===== src/hdl/bary_pkg.sv =====
// Shared widths, types and the pipeline tag for the barycentric weight pipeline.
package bary_pkg;

    localparam int FRAC_BITS = 16;
    localparam int CW        = 32;
    localparam int NIN       = 12;
    localparam int NLANE     = 3;
    localparam int DW        = CW + 1;
    localparam int PW        = 2 * DW;
    localparam int MW        = PW;
    localparam int HW        = MW / 2;
    localparam int SW        = 2 * MW;
    localparam int WT_W      = FRAC_BITS + 2;
    localparam int QB        = 2 * WT_W;
    localparam int LOWB      = QB - 2 * FRAC_BITS;
    localparam int RSW       = WT_W + 3;
    localparam int OUT_BITS  = NLANE * WT_W;
    localparam int S_TDATA_W = NIN * CW;
    localparam int M_TDATA_W = ((OUT_BITS + 7) / 8) * 8;

    typedef logic signed [DW-1:0] diff_t;
    typedef logic [SW-1:0]        area_t;
    typedef logic [QB-1:0]        quo_t;
    typedef logic [WT_W-1:0]      weight_t;

    typedef struct packed {
        logic             valid;
        logic             degen;
        logic [NLANE-1:0] sat;
    } bary_tag_t;

endpackage


===== src/hdl/bary_sqrt.sv =====
// Pipelined digit-by-digit integer square root, one root bit per stage, three lanes.
module bary_sqrt (
    input  logic                  aclk,
    input  logic                  aresetn,
    input  logic                  adv,
    input  bary_pkg::bary_tag_t   tag_in,
    input  bary_pkg::quo_t        rad_in [bary_pkg::NLANE],
    output bary_pkg::bary_tag_t   tag_out,
    output bary_pkg::weight_t     root_out [bary_pkg::NLANE]
);
    import bary_pkg::*;

    bary_tag_t        tag_reg [WT_W];
    logic [RSW-1:0]   rem_reg [WT_W][NLANE];
    weight_t          root_reg [WT_W][NLANE];
    quo_t             rad_reg [WT_W][NLANE];
    bary_tag_t        tag_next [WT_W];
    logic [RSW-1:0]   rem_next [WT_W][NLANE];
    weight_t          root_next [WT_W][NLANE];
    quo_t             rad_next [WT_W][NLANE];
    logic [RSW-1:0]   src_rem;
    weight_t          src_root;
    quo_t             src_rad;
    logic [RSW-1:0]   ext;
    logic [RSW-1:0]   trial;
    logic             ge;

    always_comb begin
        src_rem  = '0;
        src_root = '0;
        src_rad  = '0;
        ext      = '0;
        trial    = '0;
        ge       = 1'b0;
        for (int i = 0; i < WT_W; i++) begin
            tag_next[i] = (i == 0) ? tag_in : tag_reg[(i == 0) ? 0 : i-1];
            for (int l = 0; l < NLANE; l++) begin
                if (i == 0) begin
                    src_rem  = '0;
                    src_root = '0;
                    src_rad  = rad_in[l];
                end else begin
                    src_rem  = rem_reg[i-1][l];
                    src_root = root_reg[i-1][l];
                    src_rad  = rad_reg[i-1][l];
                end
                ext   = {src_rem[RSW-3:0], src_rad[QB-1:QB-2]};
                trial = RSW'({src_root, 2'b01});
                ge    = (ext >= trial);
                rem_next[i][l]  = ge ? ext - trial : ext;
                root_next[i][l] = {src_root[WT_W-2:0], ge};
                rad_next[i][l]  = src_rad << 2;
            end
        end
    end

    always_ff @(posedge aclk) begin
        if (!aresetn) begin
            for (int i = 0; i < WT_W; i++) begin
                tag_reg[i] <= '0;
            end
        end else if (adv) begin
            tag_reg <= tag_next;
        end
    end

    always_ff @(posedge aclk) begin
        if (adv) begin
            rem_reg  <= rem_next;
            root_reg <= root_next;
            rad_reg  <= rad_next;
        end
    end

    assign tag_out  = tag_reg[WT_W-1];
    assign root_out = root_reg[WT_W-1];

endmodule


===== config.mk =====
export PLATFORM = sky130hd
export DESIGN_NAME = bary_sqrt
export DESIGN_NICKNAME = d
export VERILOG_FILES = /design/src/hdl/bary_pkg.sv /design/src/hdl/bary_sqrt.sv
export SDC_FILE = /design/constraint.sdc
export NUM_CORES = 2
export LEC_CHECK = 0
export BUFFER_PORTS_ARGS = -buffer_cell sky130_fd_sc_hd__buf_2
export CAP_MARGIN = 20
export CORE_MARGIN = 3
export CORE_UTILIZATION = 42
export DETAILED_ROUTE_END_ITERATION = 7
export SYNTH_ARGS = -nofsm -noshare
export SYNTH_HDL_FRONTEND = slang
export SYNTH_SLANG_ARGS = --single-unit

===== constraint.sdc =====
create_clock -name aclk -period 3.55 [get_ports aclk]
set_clock_uncertainty 0.15 [all_clocks]
set_input_delay 0 -clock aclk [delete_from_list [all_inputs] [get_ports aclk]]
set_output_delay 0 -clock aclk [all_outputs]
set_load 0.05 [all_outputs]

Yosys cells after proc, flatten, opt, wreduce, memory -nomap -nowiden
Index checks and enable logic that the tools add are counted.

storage, ports and cells
  bits in registers = 2442
  output and inout bits = 59
  word-level logic and storage cells = 369

operators by class
  mux-type cells = 51
  order comparisons = 54
  add/sub/neg operators = 51

operators with widths
  kind              count
  $mux 19           48
  $ge 21x10->1      3
  $ge 21x11->1      3
  $ge 21x12->1      3
  $ge 21x13->1      3
  $ge 21x14->1      3
  $ge 21x15->1      3
  $ge 21x16->1      3
  $ge 21x17->1      3
  $ge 21x18->1      3
  $ge 21x19->1      3
  $ge 21x3->1       3
  $ge 21x4->1       3
  $ge 21x5->1       3
  $ge 21x6->1       3
  $ge 21x7->1       3
  $ge 21x8->1       3
  $ge 21x9->1       3
  $sub 19x10->19    3
  $sub 19x11->19    3
  $sub 19x12->19    3
  $sub 19x13->19    3
  $sub 19x14->19    3
  $sub 19x15->19    3
  13 further kinds  39

Longest topological paths before layout
  depth after elaboration = 2
  mapped depth = 13
  depth with buffers taken out = 11

Least setup slack after synthesis
No wires, ideal clock.

  path type = register to register
  start = reg rem_reg[126] (netlist name)
  end = reg rem_reg, in the netlist src_rem[6], data pin
  data arrival time = 2692 ps
  library setup time = 260 ps
  stages on the path, launching flop included = 10
  data required time = 3140 ps
  setup slack = 449 ps
  path buffers = 1
  path through = edfxtp_1 > ha_1 > o21a_1 > o21a_1 > o21ai_0 > a32oi_1 > a21oi_1 > o311ai_0 > buf_2 > mux2_2

RTL lines
  what                      RTL line         RTL
  start: declaration        bary_sqrt.sv:14  logic [RSW-1:0] rem_reg [WT_W][NLANE];
  start signal: assignment  bary_sqrt.sv:69  rem_reg <= rem_next;

==> impl_metrics.ini <==
[run_status]
status = completed

[cts]
clock_latency_ps = 940
clockRootBuffer = clkbuf_16
cts_setup_buffers = 0
clockBufferDepth = 4
cts_made_buffers = 285
cts_tree = built
h-tree-depth = 5
cts.reportedPaths.clkPinSlew_ps = 60
cts.sinks = 2424

[global_route]
grt_pass1_vias = 64000
grt_overflow_total = 0
use_met1 = 0.182
grt_first_pass_wirelength_mm = 319
grt_max_degree = 111
antenna_found_initial = 2
grtUsageMet2 = 0.243
track_usage = 0.143
grt_use_met3 = 0.0259
busiest_layer = met2

[pwr]
p_seq_frac = 0.492
irDropWorstVdd_mv = 0.537
internal_power_mw = 56.6
clkPwrFrac = 0.360
p_switching_mw = 18.8
power.total_mw = 75.4
p_per_area_nw_per_um2 = 592
leakage_nw = 49.0
netSwitchingFraction = 0.249
combPwrFrac = 0.148

[place]
dp_hpwl_mm = 135
gp_congestion = 0.916
placement.io_buffers = 174

[die]
die_area_um2 = 267000
initial_core_util = 0.422
fp.dieW_um = 517
num_io_pins = 175
die_y_um = 517
coreArea_um2 = 260000
num_rows = 187

[routing]
wl_per_cell_um = 15.3
remaining_drc_errors = 0
wl_mm = 192
vias = 62900
detail_route.vias_per_cell = 5.01
ant_nets = 0
drt-pass1-iter-count = 6
drt_iter0_drc = 3693

[critical_path]
end_kind = register
critPathMaxStageDelay_ps = 560
worst-path-buf-inv = 0
crit_type = register to register
worstPathArrival_ps = 3800
worstPathCellList = ha_1, nor2b_1, o31a_1, or2_2, o311ai_0, nand2_1, a32oi_1, nand3_1, xnor2_1
path_delay_family = compound AO/OA/AOI/OAI gates
startpoint_type = register
cp_slowest_cell = o311ai_0
required_ps = 4030
worstPathMaxFanout = 4

[sta]
hold_viol = 0
rsz0062_at_grt = false
setup_viol = 0
hold_ws_ps = 153
max-slew-margin-rel = 0.404
finalSetupTns_ps = 0
tightest_slew_ps = 893
finalCritPeriodShare = 0.935
fmax_mhz = 301
slew_viol_final = 0
final_period_minus_worst_setup_slack_ps = 3320

[flow_run]
cap_viol_max_count = 0

[logic_synthesis]
synth_cells = 8238
netlist_area_um2 = 110000
synth_edf_count = 2334
ys_seq_area_frac = 0.655
synth_top_flop_cell = edfxtp_1
synth-seq-cells = 2424
avgSynthCellArea_um2 = 13.3
ys_warn_count = 0
synthArstFlopShare = 0
ys_types = 86

[finish]
synthToLayoutAreaGrowth_pct = 16.0
layout-drive-gt1-share = 0.0944
final_util = 0.490
layout.nets = 9656
largest_register_ffs = 884

[hold_path]
hp-class = primary input to register
## final cells by class
cell class	count	area [um2]
inverters	698	2620
multi-input cells	4997	34800
flip-flops and latches	2424	71900
diodes	2	5.00
repair buffers	564	4920
well taps	3402	4260
clock inverters	135	1290
clock buffers	348	7450
fillers	22100	132000
## through the flow
stage	setup WS [ps]	cells	instance area (um2)
2_1_floorplan	449	8240	110000
3_3_place_gp	271	11800	116000
3_5_place_dp	256	11800	116000
4_1_cts	239	12600	127000
5_1_grt	19.2	12600	127000
6_report	232	12600	127000
## layer usage
| metal | vias to the layer above | wire length [um] |
|---|---|---|
| met5 | - | 0 |
| met4 | 0 | 7030 |
| met3 | 436 | 7770 |
| met2 | 1110 | 91700 |
| met1 | 29600 | 85900 |
| li1 | 31800 | - |
## kinds of logic (layout without fill, tap and decap cells)
| group | after synthesis | in the layout | share of synthesized area |
|---|---|---|---|
| simple gates | 2013 | 2013 | 0.0917 |
| mux | 205 | 205 | 0.0197 |
| compound gates | 1533 | 1533 | 0.0864 |
| buf+inv | 819 | 1745 | 0.0282 |
| fa+ha+maj | 570 | 570 | 0.0650 |
| flops | 2424 | 2424 | 0.655 |
| other cells | 1 | 5 | 0.0000342 |
| xor+xnor | 673 | 673 | 0.0537 |
## worst min-delay path: stages
cell and delay (ps):
dlygate4sd3_1 520, buf_2 90, dlygate4sd3_1 520
## power by group through the flow
| stage | logic [mW] | registers, mW | clock network (mW) |
|---|---|---|---|
| after floorplan | 8.02 | 37.0 | 0 |
| after global placement | 10.6 | 37.6 | 0 |
| after detailed placement | 10.9 | 37.6 | 0 |
| after CTS | 11.2 | 37.1 | 28.2 |
| after global routing | 12.6 | 37.4 | 29.4 |
| final | 11.1 | 37.1 | 27.2 |
## placed cells by master, fill, tap and decap left out, types with 190 or more instances in the layout
master and instances:
edfxtp_1 2334, inv_1 695, ha_1 570, nand2_1 511, nor2_1 469, o21ai_0 454, a21oi_1 427, xor2_1 339
xnor2_1 334, clkbuf_16 287, dlygate4sd3_1 243, nor3_1 190
## cell usage after synthesis, types with 13 or more instances
| master | instances | area [um2] |
|---|---|---|
| nand2_1 | 511 | 1920 |
| o211ai_1 | 34 | 255 |
| dfxtp_1 | 90 | 1800 |
| a21o_1 | 146 | 1100 |
| a211oi_1 | 37 | 278 |
| o21bai_1 | 38 | 285 |
| clkbuf_1 | 95 | 357 |
| and2_1 | 18 | 113 |
| xor2_1 | 339 | 2970 |
| nand4_1 | 76 | 475 |
| a21boi_0 | 16 | 120 |
| mux2_2 | 85 | 957 |
| a2111oi_0 | 13 | 114 |
| nor2b_1 | 185 | 1160 |
| o31ai_1 | 45 | 338 |
| o31a_1 | 17 | 149 |
| nand3b_1 | 19 | 143 |
| o21ai_0 | 455 | 2280 |
| buf_1 | 14 | 52.6 |
| and3_1 | 27 | 169 |
| o21a_1 | 130 | 976 |
| or4_1 | 43 | 323 |
| or2_2 | 39 | 244 |
| or3_1 | 82 | 513 |
| nand3_1 | 94 | 470 |
| ha_1 | 570 | 7130 |
| and4_1 | 13 | 114 |
| o22ai_1 | 17 | 106 |
| nor3_1 | 191 | 956 |
| a31oi_1 | 21 | 131 |
| nor2_1 | 469 | 1760 |
| o41ai_1 | 15 | 131 |
| nor4_1 | 89 | 557 |
| a21oi_1 | 428 | 2140 |
| xnor2_1 | 334 | 2930 |
| inv_1 | 695 | 2610 |
| nor4b_1 | 14 | 123 |
| mux2i_1 | 120 | 1200 |
| nand2b_1 | 98 | 613 |
| edfxtp_1 | 2334 | 70100 |
## worst paths after layout
check	from	endpoint	slack (ps)	cells after the start
max	rem_reg[399]	rem_reg[352]	230	9
min	rad_in[56]	rad_next[1788]	150	3
max reg2reg	rem_reg[399]	rem_reg[352]	230	9
min reg2reg	rad_next[990]	rad_next[884]	230	0
## what timing repair did
item | in CTS | in global routing
hold buffers | 243 | 0
endpoints found under the setup margin | 0 | 16
resized for setup | 0 | 4
hold endpoints to repair | 2535 | 0
Power figures use the tool's default switching activity.
